==> config.mk <==
export PLATFORM = sky130hd
export DESIGN_NAME = task_duty_budget_fsm
export DESIGN_NICKNAME = d
export VERILOG_FILES = /design/src/hdl/tdb_pkg.sv /design/src/hdl/task_duty_budget_fsm.sv /design/src/hdl/tdb_csr.sv /design/src/hdl/tdb_core.sv
export SDC_FILE = /design/constraint.sdc
export NUM_CORES = 1
export LEC_CHECK = 0
export BUFFER_PORTS_ARGS = -buffer_cell sky130_fd_sc_hd__buf_4
export CAP_MARGIN = 20
export CORE_MARGIN = 3
export CORE_UTILIZATION = 55
export DETAILED_ROUTE_END_ITERATION = 16
export PLACE_DENSITY = 0.89
export SETUP_SLACK_MARGIN = 0.3
export SLEW_MARGIN = 15
export SYNTH_ARGS = -nofsm -noshare
export SYNTH_HDL_FRONTEND = slang
export SYNTH_SLANG_ARGS = --single-unit
==> constraint.sdc <==
create_clock -name clock -period 7.06 [get_ports clock]
set_input_delay 0.706 -clock clock [delete_from_list [all_inputs] [get_ports clock]]
set_output_delay 0.706 -clock clock [all_outputs]
set_load 0.01 [all_outputs]
==> src/hdl/tdb_pkg.sv <==
// Shared types and constants for the task duty budget state machine.
package tdb_pkg;

   localparam int CSR_INDEX_WIDTH = 3;
   localparam int CSR_DATA_WIDTH  = 32;

   localparam logic [CSR_INDEX_WIDTH-1:0] CSR_TASK_ID       = 3'd0;
   localparam logic [CSR_INDEX_WIDTH-1:0] CSR_QUEUE_PRESENT = 3'd1;
   localparam logic [CSR_INDEX_WIDTH-1:0] CSR_ACTIVE_BUDGET = 3'd2;
   localparam logic [CSR_INDEX_WIDTH-1:0] CSR_PAUSE_LENGTH  = 3'd3;
   localparam logic [CSR_INDEX_WIDTH-1:0] CSR_MIN_ELAPSED   = 3'd4;

   localparam logic [1:0] CMD_SET_GO = 2'd1;
   localparam logic [1:0] CMD_CLR_GO = 2'd2;

   localparam logic signed [7:0] TASK_NONE = -8'sd1;

   typedef enum logic [1:0] {
      SM_INIT   = 2'd0,
      SM_READY  = 2'd1,
      SM_ACTIVE = 2'd2,
      SM_PAUSE  = 2'd3
   } state_type;

   typedef struct packed {
      logic signed [7:0] task_id;
      logic              queue_present;
      logic [31:0]       active_budget;
      logic [31:0]       pause_length;
      logic [31:0]       min_elapsed;
   } cfg_type;

   typedef struct packed {
      logic [1:0]  command;
      logic [31:0] now_tick;
   } req_payload_type;

   typedef struct packed {
      logic [1:0]        fsm_state;
      logic              enqueue_valid;
      logic signed [7:0] enqueue_id;
      logic [31:0]       active_left;
      logic [31:0]       pause_left;
   } rsp_payload_type;

endpackage

==> src/hdl/task_duty_budget_fsm.sv <==
// Top level of the per-task run-budget state machine.
//
//   channel   ports                                  direction   beat moves
//   request   req_valid, req_stall, req_payload      in          command, now_tick
//   response  rsp_valid, rsp_stall, rsp_payload      out         state, enqueue, counters
//   config    csr_wr_en, csr_index, csr_wr_data      in          one register write
//
// A request beat lands in an input register and is evaluated from there by
// single-level step logic that writes the state and the response register together.
// Throughput is one beat per clock while the response is not stalled.
// Reset is synchronous; it clears the state machine and loads the register defaults.
// A stalled response holds the step logic, and the input register then stalls requests.
module task_duty_budget_fsm #(
   parameter int TICK_WIDTH = 32
) (
   input  logic                                 clock,
   input  logic                                 reset,
   input  logic                                 req_valid,
   output logic                                 req_stall,
   input  tdb_pkg::req_payload_type             req_payload,
   output logic                                 rsp_valid,
   input  logic                                 rsp_stall,
   output tdb_pkg::rsp_payload_type             rsp_payload,
   input  logic                                 csr_wr_en,
   input  logic [tdb_pkg::CSR_INDEX_WIDTH-1:0]  csr_index,
   input  logic [tdb_pkg::CSR_DATA_WIDTH-1:0]   csr_wr_data
);
   import tdb_pkg::*;

   logic            in_valid_ff, in_valid_in;
   req_payload_type in_payload_ff;
   logic            in_take;
   logic            req_accept;
   cfg_type         cfg;

   assign req_stall  = in_valid_ff && !in_take;
   assign req_accept = req_valid && !req_stall;

   always_comb begin
      if (req_accept) begin
         in_valid_in = 1'b1;
      end else begin
         in_valid_in = in_valid_ff && !in_take;
      end
   end

   always_ff @(posedge clock) begin
      if (reset) begin
         in_valid_ff <= 1'b0;
      end else begin
         in_valid_ff <= in_valid_in;
      end
   end

   always_ff @(posedge clock) begin
      if (req_accept) begin
         in_payload_ff <= req_payload;
      end
   end

   tdb_csr u_csr (
      .clock       (clock),
      .reset       (reset),
      .csr_wr_en   (csr_wr_en),
      .csr_index   (csr_index),
      .csr_wr_data (csr_wr_data),
      .cfg         (cfg)
   );

   tdb_core #(
      .TICK_WIDTH (TICK_WIDTH)
   ) u_core (
      .clock       (clock),
      .reset       (reset),
      .in_valid    (in_valid_ff),
      .in_payload  (in_payload_ff),
      .in_take     (in_take),
      .cfg         (cfg),
      .rsp_valid   (rsp_valid),
      .rsp_stall   (rsp_stall),
      .rsp_payload (rsp_payload)
   );

endmodule

==> src/hdl/tdb_csr.sv <==
// Configuration register file for the task duty budget state machine.
module tdb_csr (
   input  logic                                 clock,
   input  logic                                 reset,
   input  logic                                 csr_wr_en,
   input  logic [tdb_pkg::CSR_INDEX_WIDTH-1:0]  csr_index,
   input  logic [tdb_pkg::CSR_DATA_WIDTH-1:0]   csr_wr_data,
   output tdb_pkg::cfg_type                     cfg
);
   import tdb_pkg::*;

   cfg_type cfg_ff;
   cfg_type cfg_in;

   always_comb begin
      cfg_in = cfg_ff;
      if (csr_wr_en) begin
         unique case (csr_index)
            CSR_TASK_ID:       cfg_in.task_id       = csr_wr_data[7:0];
            CSR_QUEUE_PRESENT: cfg_in.queue_present = csr_wr_data[0];
            CSR_ACTIVE_BUDGET: cfg_in.active_budget = csr_wr_data[31:0];
            CSR_PAUSE_LENGTH:  cfg_in.pause_length  = csr_wr_data[31:0];
            CSR_MIN_ELAPSED:   cfg_in.min_elapsed   = csr_wr_data[31:0];
            default: ;
         endcase
      end
   end

   always_ff @(posedge clock) begin
      if (reset) begin
         cfg_ff.task_id       <= TASK_NONE;
         cfg_ff.queue_present <= 1'b0;
         cfg_ff.active_budget <= '0;
         cfg_ff.pause_length  <= '0;
         cfg_ff.min_elapsed   <= 32'd1;
      end else begin
         cfg_ff <= cfg_in;
      end
   end

   assign cfg = cfg_ff;

endmodule

==> src/hdl/tdb_core.sv <==
// Step logic, state registers and result register of the budget state machine.
module tdb_core #(
   parameter int TICK_WIDTH = 32
) (
   input  logic                     clock,
   input  logic                     reset,
   input  logic                     in_valid,
   input  tdb_pkg::req_payload_type in_payload,
   output logic                     in_take,
   input  tdb_pkg::cfg_type         cfg,
   output logic                     rsp_valid,
   input  logic                     rsp_stall,
   output tdb_pkg::rsp_payload_type rsp_payload
);
   import tdb_pkg::*;

   localparam int CALC_WIDTH = (TICK_WIDTH > 32) ? TICK_WIDTH : 32;

   state_type             state_ff, state_in;
   logic                  entry_ff, entry_in;
   logic                  go_ff, go_in;
   logic [TICK_WIDTH-1:0] last_ff, last_in;
   logic [31:0]           budget_ff, budget_in;
   logic [31:0]           pause_ff, pause_in;
   logic                  rsp_valid_ff, rsp_valid_in;
   rsp_payload_type       rsp_payload_ff, rsp_payload_in;

   logic                  go_eff;
   logic                  enq;
   logic [CALC_WIDTH-1:0] now_ext;
   logic [TICK_WIDTH-1:0] tick;
   logic [TICK_WIDTH-1:0] last_base;
   logic [TICK_WIDTH-1:0] diff;
   logic [CALC_WIDTH-1:0] diff_ext;
   logic [CALC_WIDTH-1:0] oper_ext;
   logic [CALC_WIDTH-1:0] sat_full;
   logic [31:0]           sub_oper;
   logic [31:0]           sub_result;
   logic                  charge;

   // A new step runs whenever the result register is empty or being drained.
   assign in_take = in_valid && (!rsp_valid_ff || !rsp_stall);

   always_comb begin
      unique case (in_payload.command)
         CMD_SET_GO: go_eff = 1'b1;
         CMD_CLR_GO: go_eff = 1'b0;
         default:    go_eff = go_ff;
      endcase
   end

   // One shared saturating subtractor serves both the active and pause counters.
   // On an entry step the elapsed time is zero because the base is the tick itself.
   assign now_ext    = CALC_WIDTH'(in_payload.now_tick);
   assign tick       = now_ext[TICK_WIDTH-1:0];
   assign last_base  = entry_ff ? tick : last_ff;
   assign diff       = tick - last_base;
   assign diff_ext   = CALC_WIDTH'(diff);
   assign charge     = diff_ext >= CALC_WIDTH'(cfg.min_elapsed);
   assign sub_oper   = (state_ff == SM_ACTIVE) ? budget_ff
                     : (entry_ff ? cfg.pause_length : pause_ff);
   assign oper_ext   = CALC_WIDTH'(sub_oper);
   assign sat_full   = (oper_ext > diff_ext) ? (oper_ext - diff_ext) : '0;
   assign sub_result = sat_full[31:0];

   always_comb begin
      state_in  = state_ff;
      entry_in  = entry_ff;
      go_in     = go_eff;
      last_in   = last_ff;
      budget_in = budget_ff;
      pause_in  = pause_ff;
      enq       = 1'b0;
      unique case (state_ff)
         SM_INIT: begin
            if (entry_ff) begin
               if ((cfg.task_id == TASK_NONE) || !cfg.queue_present) begin
                  entry_in = 1'b1;
               end else begin
                  budget_in = cfg.active_budget;
                  state_in  = SM_READY;
                  entry_in  = 1'b1;
               end
            end
         end
         SM_READY: begin
            if (entry_ff) begin
               enq      = cfg.queue_present;
               go_in    = 1'b0;
               entry_in = 1'b0;
            end
            if (go_in) begin
               state_in = SM_ACTIVE;
               entry_in = 1'b1;
            end
         end
         SM_ACTIVE: begin
            entry_in = 1'b0;
            last_in  = last_base;
            if (charge) begin
               budget_in = sub_result;
               last_in   = tick;
               // Pause takes priority over a cleared go flag.
               if (sub_result == 32'd0) begin
                  state_in = SM_PAUSE;
                  entry_in = 1'b1;
               end else if (!go_eff) begin
                  state_in = SM_READY;
                  entry_in = 1'b1;
               end
            end
         end
         SM_PAUSE: begin
            entry_in = 1'b0;
            last_in  = last_base;
            pause_in = sub_oper;
            if (entry_ff) begin
               budget_in = cfg.active_budget;
            end
            if (charge) begin
               pause_in = sub_result;
               last_in  = tick;
               if (sub_result == 32'd0) begin
                  state_in = SM_READY;
                  entry_in = 1'b1;
               end
            end
         end
         default: ;
      endcase
   end

   always_comb begin
      rsp_payload_in.fsm_state     = state_in;
      rsp_payload_in.enqueue_valid = enq;
      rsp_payload_in.enqueue_id    = enq ? cfg.task_id : 8'sd0;
      rsp_payload_in.active_left   = budget_in;
      rsp_payload_in.pause_left    = pause_in;
   end

   always_comb begin
      if (in_take) begin
         rsp_valid_in = 1'b1;
      end else begin
         rsp_valid_in = rsp_valid_ff && rsp_stall;
      end
   end

   always_ff @(posedge clock) begin
      if (reset) begin
         state_ff     <= SM_INIT;
         entry_ff     <= 1'b1;
         go_ff        <= 1'b0;
         last_ff      <= '0;
         budget_ff    <= '0;
         pause_ff     <= '0;
         rsp_valid_ff <= 1'b0;
      end else begin
         if (in_take) begin
            state_ff  <= state_in;
            entry_ff  <= entry_in;
            go_ff     <= go_in;
            last_ff   <= last_in;
            budget_ff <= budget_in;
            pause_ff  <= pause_in;
         end
         rsp_valid_ff <= rsp_valid_in;
      end
   end

   always_ff @(posedge clock) begin
      if (in_take) begin
         rsp_payload_ff <= rsp_payload_in;
      end
   end

   assign rsp_valid   = rsp_valid_ff;
   assign rsp_payload = rsp_payload_ff;

   a_enq_in_ready: assert property (@(posedge clock) disable iff (reset)
      rsp_valid_ff && rsp_payload_ff.enqueue_valid |-> rsp_payload_ff.fsm_state == SM_READY)
      else $error("enqueue request reported outside the ready state");

   a_rsp_tracks_state: assert property (@(posedge clock) disable iff (reset)
      in_take |=> rsp_valid_ff && (rsp_payload_ff.fsm_state == state_ff))
      else $error("result beat does not match the committed state");

   a_init_entry: assert property (@(posedge clock) disable iff (reset)
      state_ff == SM_INIT |-> entry_ff)
      else $error("init state lost its pending entry action");

   a_go_cleared_on_ready_entry: assert property (@(posedge clock) disable iff (reset)
      in_take && (state_ff == SM_READY) && entry_ff |=> !go_ff && (state_ff == SM_READY))
      else $error("ready entry did not clear the go flag");

endmodule

# Word-level counts from Yosys, hierarchy flattened
# Index checks and enable logic that the tools add are counted.
op_classes:
  addsub: 2
  order_cmp: 2
  n_eq_ne: 10
  n_mux: 37
  reduce_logical: 21
ops:
  columns: ["cell", "n"]
  rows:
  - ["two-way mux 32 bit", 11]
  - ["case mux 32 bit (3 select lines)", 1]
  - ["subtractor 32 bit", 2]
  - ["greater-or-equal comparator 32 bit", 1]
  - ["greater-than comparator 32 bit", 1]
  - ["logical NOT 32 bit", 1]
  - ["two-way mux 2 bit", 8]
  - ["two-way mux 1 bit", 14]
  - ["AND reduction 2 bit", 6]
  - ["equality test 8 x 1 -> 1 bit (second input constant)", 1]
  - ["case mux 2 bit (4 select lines)", 1]
  - ["equality test 2 bit (second input constant)", 3]
  - ["equality test 3 x 2 -> 1 bit (second input constant)", 2]
  - ["logical NOT 1 bit", 5]
  - ["equality test 2 x 1 -> 1 bit (second input constant)", 2]
  - ["logical AND 1 bit", 4]
  - ["case mux 1 bit (4 select lines)", 1]
  - ["equality test 3 x 1 -> 1 bit (second input constant)", 1]
  - ["equality test 3 bit (second input constant)", 1]
  - ["logical NOT 3 bit", 1]
  - ["logical NOT 2 bit", 1]
  - ["logical OR 1 bit", 2]
  - ["case mux 1 bit (2 select lines)", 1]
  - ["OR reduction 2 bit", 1]
totals:
  reg_bits: 316

# Longest topological paths before layout
# Gate-level depths: netlist of run 1.
depth:
  depth_word: 8
  ltp_mapped: 36
  ltp_nobuf: 28

# By module
# A second synthesis of run 1 with hierarchy kept.
hier_totals:
  cells_unflattened: 2081
  hier_area_um2: 18865.6
modules_own_cells:
  columns: ["mod", "instances", "cells_each", "area_per_inst_um2"]
  rows:
  - ["tdb_core", 1, 1653, 13548.0]
  - ["tdb_csr", 1, 390, 4246.6]
  - ["task_duty_budget_fsm", 1, 38, 1071.0]

# Worst setup path before layout of run 1
# Ideal clock, no wire load.
synth_path:
  path_kind: "reg-to-reg"
  from: "register u_core.entry_ff"
  to: "register u_core.rsp_payload_ff, in the netlist u_core.rsp_payload[74], data pin"
  setup_ns: 0.174
  t_arrival_ns: 7.325
  required_ns: 6.886
  setup_slack_ns: -0.439
  stages_incl_launch_ff: 33
  synth_period_minus_slack_ns: 7.499
  cell_sequence: "dfxtp_1 > buf_4 > clkbuf_1 > buf_1 > clkbuf_1 > clkbuf_1 > mux2i_1 > ha_1 > a21o_1 > a31o_2 > o21a_1 > o21ai_0 > a21oi_1 > o21a_1 > o21ai_0 > a21boi_0 > o21ai_0 > a21boi_0 > or2_2 > ha_1 > clkbuf_1 > nand4_1 > a211oi_1 > a211oi_1 > or2_2 > clkbuf_1 > o311a_1 > and2_4 > nor4b_2 > nand4_1 > and4bb_1 > a31oi_1 > a311oi_1"
synth_lines:
  columns: ["element", "line", "rtl"]
  rows:
  - ["start: declaration", "tdb_core.sv:20", "logic entry_ff, entry_in;"]
  - ["start signal: assignment", "tdb_core.sv:161", "entry_ff <= entry_in;"]
  - ["end signal: assignment", "tdb_core.sv:173", "rsp_payload_ff <= rsp_payload_in;"]
  - ["end: declaration", "tdb_core.sv:26", "rsp_payload_type rsp_payload_ff, rsp_payload_in;"]

==> metrics.cfg, run 1 <==
[yosys]
ys_ff_latch = 316
async_flop_share_pct = 0
syn_avg_cell_area_sq_um = 8.26
synth_ff_type = dfxtp_1
ys_types = 88
synth_edf_count = 109
syn_nets = 2429
netlist_instances = 2259
synthesis.area_sq_mm = 0.0187
seq_area_frac_synth_pct = 39.8
ys_warn_count = 0

[floorplanning]
ios = 151
num_rows = 66
die-area_sq_mm = 0.0362
core-area_sq_mm = 0.0329
die_h_um = 190
start_util_pct = 56.6
fp.dieW_um = 190

[detailed_routing]
via_per_inst = 6.38
routedWlPerCell_um = 20.7
drc = 0
drt_iter0_drc = 2253
ant_nets = 0
firstDrtPassIters = 8
via_count = 18000
wirelength_um = 58300

[setup_path]
endpoint_kind = flip-flop
cp.required_ns = 7.32
crit_path_top_delay_cell = dfxtp_4
worst-path-stages = 28
critPathBufInv = 1
r2r-end = u_core.rsp_payload[74]
cp-startpoint = u_core.entry_ff
startpoint_type = flip-flop
r2r-start = u_core.entry_ff
crit_family = simple AND/OR/NAND/NOR gates
worstPathArrival_ns = 6.68
crit_end = u_core.rsp_payload[74]
rrSetupSlack_ns = 0.64
cpPeakStageDelay_ns = 0.45
r2r.worst_path.cells = 28
crit_fanout = 11
crit_type = flip-flop to flip-flop

[cts]
worstSkewPairLatency_ns = 0.54
cts_buffers = 34
tritoncts = yes
htree_levels = 2
cts_root_buffer = clkbuf_16
clk_pin_slew_ns = 0.07
cts_sinks = 316
postCtsHoldBufs = 0
clock_path_buffers = 3

[placed_design]
place_congestion = 0.980
place_inst = 2742
portBuffers = 150
dpl.hpwl_um = 41600

[timing]
hold_viol_final = 0
min_period_ns = 6.42
relSlewSlack_pct = 25.8
fin_setup_tns_ns = 0
clock.fmax_mhz = 156
drv_slew = 0
setup_viol = 0
min_period_over_period_pct = 91.0
rsz0062_at_grt = yes
tightest_slew_ns = 1.11
skew_ns = 0.0276

[power_and_ir_drop]
p_leak_nw = 8.74
combPwrFrac_pct = 23.6
power.density_mw_per_mm2 = 233
ir_drop_mv = 0.221
netSwitchingPower_mw = 1.55
switching_share_pct = 31.0
clkPwrFrac_pct = 36.9
internal-power_mw = 3.46
sequentialPowerShare_pct = 39.6

[cells_and_area]
synthToLayoutAreaGrowth_pct = 15.3
nets = 2518
final_cell_count_no_fill = 2818
layout-drive-gt1-share_pct = 13.9

[grt]
grt_pass1_wl_um = 89200
antenna_found_initial = 1
overflow = 0
grt_max_degree = 105
grt_pass1_vias = 16700
grtUsageTotal_pct = 30.7

[outcome]
status = finished clean

[run]
maxCapViolations = 0

[min_path]
worstHoldPathType = input port to flip-flop

[state kept, by name, summed over array words and instances (netlist names), 2 cells and up]
register / cells
u_csr.cfg: 105
u_core.last_ff: 32
u_core.rsp_payload: 75
in_payload_ff: 34
u_core.pause_ff: 32
u_core.state_ff: 2
u_core.budget_ff: 32
[cell families after synthesis]
family / Yosys count / synth area share, %
DFF: 316 / 39.8
muxes: 84 / 4.57
and+or+nand+nor: 848 / 20.3
AOI/OAI and AO/OA: 626 / 21.6
adders and majority gates: 96 / 6.52
xor gates and xnor gates: 47 / 2.21
buffers and inverters: 242 / 5.02
[power groups by stage]
stage          clock network [mW]  logic [mW]  registers, mW
2_1_floorplan                   0       0.746           2.02
3_3_place_gp                    0        1.07           2.02
3_5_place_dp                    0        1.10           2.02
4_1_cts                      1.87        1.11           1.98
5_1_grt                      1.94        1.27           1.99
6_report                     1.85        1.18           1.98
[cells in the final DEF, fill, tap and decap left out, types with 9 or more instances in the layout]
cell,count
o21a_1,20
or2_2,13
o2111ai_1,9
mux2i_1,76
a21oi_1,232
o211a_1,9
edfxtp_1,109
clkbuf_16,36
nor2_1,149
nor2b_1,23
xnor2_1,27
a211oi_1,13
and2_1,12
nand4_1,14
a22oi_1,12
inv_1,101
a311oi_1,19
nor3_1,25
nand3_1,44
a22o_1,19
or3_1,9
o211ai_1,17
xor2_1,19
dfxtp_1,206
nand2b_1,18
ha_1,89
o21ai_1,12
and3_1,10
a31oi_1,26
nand2_1,466
a222oi_1,12
a21o_1,35
buf_4,190
o21ai_0,99
[metal layers]
layer  vias to the layer above  routed length (um)  track usage, %
li1                       8228                   -               -
met1                      8336               22600            41.1
met2                      1200               25700            48.5
met3                       217                7240            6.56
met4                         0                2720            12.8
met5                         -                   0               0
[worst register-to-register path, delay by kind of cell, from the launching register on]
kind	cells	cell delay (ns)
AND/OR/NAND/NOR	11	2.62
AO/OA/AOI/OAI	12	1.90
adder cells (fa/ha/maj)	2	0.81
flip-flops	1	0.45
buffers and inverters	1	0.16
XOR/XNOR	1	0.16
multiplexers	1	0.07
[stage by stage]
| stage | area (sq um) | power [mW] | setup slack (ns) | util, % | hold WS, ns |
|---|---|---|---|---|---|
| 2_1_floorplan | 18700 | 2.77 | 0.349 | - | 0.434 |
| 3_3_place_gp | 20100 | 3.09 | 0.442 | 60.9 | 0.441 |
| 3_5_place_dp | 20100 | 3.12 | 0.225 | 60.9 | 0.446 |
| 4_1_cts | 21200 | 4.96 | 0.293 | 64.4 | 0.336 |
| 5_1_grt | 21500 | 5.20 | 0.175 | 65.3 | 0.343 |
| 6_report | 21500 | 5.02 | 0.636 | 65.3 | 0.351 |
[cell type report]
cell class	instances	area (sq um)
clock buffers	44	961
well taps	442	553
fillers	2642	11400
flip-flops and latches	316	7420
repair buffers	193	1490
diodes	2	5.00
multi-input cells	1701	10500
inverters	102	385
clock inverters	18	199
[worst min path at each step]
stage / slack, ns / startpoint / depth (start not counted) / end
final: 0.35 / req_payload[6] / 1 / in_payload_ff[6]
after global placement: 0.44 / u_core.last_ff[17] / 2 / u_core.last_ff[17]
after floorplan: 0.43 / u_core.last_ff[0] / 2 / u_core.last_ff[0]
after global routing: 0.34 / req_payload[18] / 1 / in_payload_ff[18]
after CTS: 0.34 / req_payload[3] / 1 / in_payload_ff[3]
after detailed placement: 0.45 / u_core.last_ff[26] / 2 / u_core.last_ff[26]
[synthesized netlist by cell type (all sizes together) (17+ instances only)]
| master | number | share of area [%] |
|---|---|---|
| nand2 | 467 | 9.4 |
| xor2 | 20 | 0.94 |
| ha | 94 | 6.3 |
| a21o | 35 | 1.4 |
| or2 | 17 | 0.57 |
| xnor2 | 27 | 1.3 |
| o21ai | 112 | 3.0 |
| nor2 | 153 | 3.1 |
| o21a | 20 | 0.80 |
| a21oi | 237 | 6.4 |
| mux2i | 77 | 4.2 |
| a211oi | 17 | 0.74 |
| a31oi | 27 | 0.91 |
| edfxtp | 109 | 18 |
| clkbuf | 110 | 2.2 |
| a311oi | 21 | 0.99 |
| nor3 | 28 | 0.78 |
| dfxtp | 207 | 22 |
| nand2b | 19 | 0.68 |
| nor2b | 27 | 0.91 |
| a22o | 19 | 0.89 |
| buf | 30 | 0.75 |
| inv | 102 | 2.1 |
| nand3 | 45 | 1.2 |
| o211ai | 18 | 0.75 |
[timing repair]
item                       4_1_cts  5_1_grt
hold endpoints to repair         0        0
pin swaps                        0        8
setup buffers                    0       11
setup endpoints to repair        4      165
resized for setup                2       39
(Power assumes the default switching activity.)
==> run 2, diff against run 1 <==
--- a/config.mk
+++ b/config.mk
@@ -7,10 +7,12 @@
 export LEC_CHECK = 0
 export BUFFER_PORTS_ARGS = -buffer_cell sky130_fd_sc_hd__buf_4
 export CAP_MARGIN = 20
+export CELL_PAD_IN_SITES_DETAIL_PLACEMENT = 0
+export CELL_PAD_IN_SITES_GLOBAL_PLACEMENT = 1
 export CORE_MARGIN = 3
-export CORE_UTILIZATION = 55
+export CORE_UTILIZATION = 42
 export DETAILED_ROUTE_END_ITERATION = 16
-export PLACE_DENSITY = 0.89
+export PLACE_DENSITY = 0.9
 export SETUP_SLACK_MARGIN = 0.3
 export SLEW_MARGIN = 15
 export SYNTH_ARGS = -nofsm -noshare
==> metrics.cfg, run 2 (same netlist as run 1, synthesis figures left out) <==
[floorplanning]
num_rows = 76
fp.dieW_um = 217
die_h_um = 217
die-area_sq_mm = 0.0470
core-area_sq_mm = 0.0435
ios = 151
start_util_pct = 42.9

[power_and_ir_drop]
sequentialPowerShare_pct = 38.8
combPwrFrac_pct = 23.2
power.density_mw_per_mm2 = 235
internal-power_mw = 3.51
clkPwrFrac_pct = 38.0
switching_share_pct = 31.3
p_leak_nw = 8.77
netSwitchingPower_mw = 1.60
ir_drop_mv = 0.171

[grt]
grtUsageTotal_pct = 25.0
grt_pass1_vias = 16200
grt_max_degree = 94
grt_pass1_wl_um = 92300
overflow = 0
antenna_found_initial = 0

[cells_and_area]
synthToLayoutAreaGrowth_pct = 16.4
antennaDiodeCount = 0
layout-drive-gt1-share_pct = 14.1
largest_reg_flops = 105
multi_input_comb_area_sq_mm = 0.0105
mostFrequentLayoutCells = 464 x nand2_1, 231 x a21oi_1, 206 x dfxtp_1
fill_cells = 4148
mostFrequentLayoutCell = nand2_1
seqCellArea_sq_mm = 0.00742
nets = 2519

[cts]
clock_path_buffers = 3
cts_buffers = 37
postCtsHoldBufs = 0
clk_pin_slew_ns = 0.06
cts_sinks = 316
htree_levels = 2
cts_root_buffer = clkbuf_16
tritoncts = yes
worstSkewPairLatency_ns = 0.57

[timing]
setup_viol = 0
min_period_ns = 6.46
rsz0062_at_grt = no
drv_slew = 0
fin_setup_tns_ns = 0
min_period_over_period_pct = 91.6
fin_ws_ns = 0.596
hold_viol_final = 0
skew_ns = 0.0286
tightest_slew_ns = 1.12
relSlewSlack_pct = 25.3
clock.fmax_mhz = 155

[detailed_routing]
wirelength_um = 61500
via_count = 17400
ant_nets = 0
drt_iter0_drc = 1662
firstDrtPassIters = 7
via_per_inst = 5.87
drc = 0
routedWlPerCell_um = 20.7

[setup_path]
cp.required_ns = 7.48
endpoint_kind = flip-flop
crit_type = flip-flop to flip-flop
startpoint_type = flip-flop
crit_fanout = 8
cpPeakStageDelay_ns = 0.43
crit_path_top_delay_cell = dfxtp_4
crit_family = compound AO/OA/AOI/OAI gates
worstPathArrival_ns = 6.88
critPathBufInv = 2

[placed_design]
dp_slack_ns = 0.260
dpl.hpwl_um = 44300
place_congestion = 0.958
portBuffers = 150

[run]
maxCapViolations = 0

[outcome]
status = finished clean

[min_path]
worstHoldPathType = input port to flip-flop

## run 2: cell count changes in the layout (fill, tap and decap cells not counted), sizes merged
cell,previous run,this run
clkinvlp,1,5
clkbuf,44,46
clkinv,10,11
inv,106,105
diode,2,0
buf,193,191
## run 2: worst paths after layout
path	startpoint	to	slack [ns]	cells after the start
hold reg to reg	u_core.last_ff[9]	u_core.last_ff[9]	0.45	2
hold / removal	req_payload[32]	in_payload_ff[32]	0.32	1
setup / recovery	u_core.entry_ff	u_core.rsp_payload[73]	0.60	29
setup reg to reg	u_core.entry_ff	u_core.rsp_payload[73]	0.60	29
## run 2: power by group through the flow
| stage | combinational [mW] | sequential [mW] | clock (mW) |
|---|---|---|---|
| after CTS | 1.14 | 1.98 | 1.98 |
| after global placement | 1.11 | 2.02 | 0 |
| after detailed placement | 1.13 | 2.02 | 0 |
| after global routing | 1.29 | 1.99 | 2.06 |
| final | 1.18 | 1.98 | 1.94 |
| after floorplan | 0.746 | 2.02 | 0 |
## run 2: area by class of cell
| class | count | share of cell area (%) |
|---|---|---|
| repair buffers | 191 | 6.66 |
| well taps | 585 | 3.37 |
| inverters | 102 | 1.77 |
| clock inverters | 22 | 1.06 |
| clock buffers | 46 | 4.61 |
| flip-flops and latches | 316 | 34.2 |
| multi-input cells | 1701 | 48.3 |
## run 2: through the flow
step	power (mW)	instances	instance area (sq um)	utilization, %	hold slack [ns]
after global placement	3.13	2888	20300	46.7	0.441
after floorplan	2.77	2259	18700	-	0.434
after detailed placement	3.15	2888	20300	46.7	0.446
final	5.11	2963	21700	50.0	0.318
after CTS	5.10	2956	21500	49.5	0.298
after global routing	5.33	2963	21700	50.0	0.307
## run 2: what timing repair did
item | CTS | global route
hold endpoints to repair | 0 | 0
pin swaps | 0 | 7
buffers inserted | 0 | 7
endpoints found under the setup margin | 11 | 124
resized for setup | 4 | 39
## run 2: routing by layer
metal	up-vias	wire length, um	track usage, %
li1	8220	-	-
met1	8241	26300	33.6
met5	-	0	0
met4	0	2020	9.10
met2	792	27500	39.7
met3	131	5590	5.38
## run 2: worst reg2reg max path, delay by kind of cell (launching register included)
family          cells  cell delay [ns]
buf+inv             2             0.35
compound gates     12             2.27
flops               1             0.43
mux                 1             0.18
fa+ha+maj           2             0.67
simple gates       11             2.26
xor+xnor            1             0.17
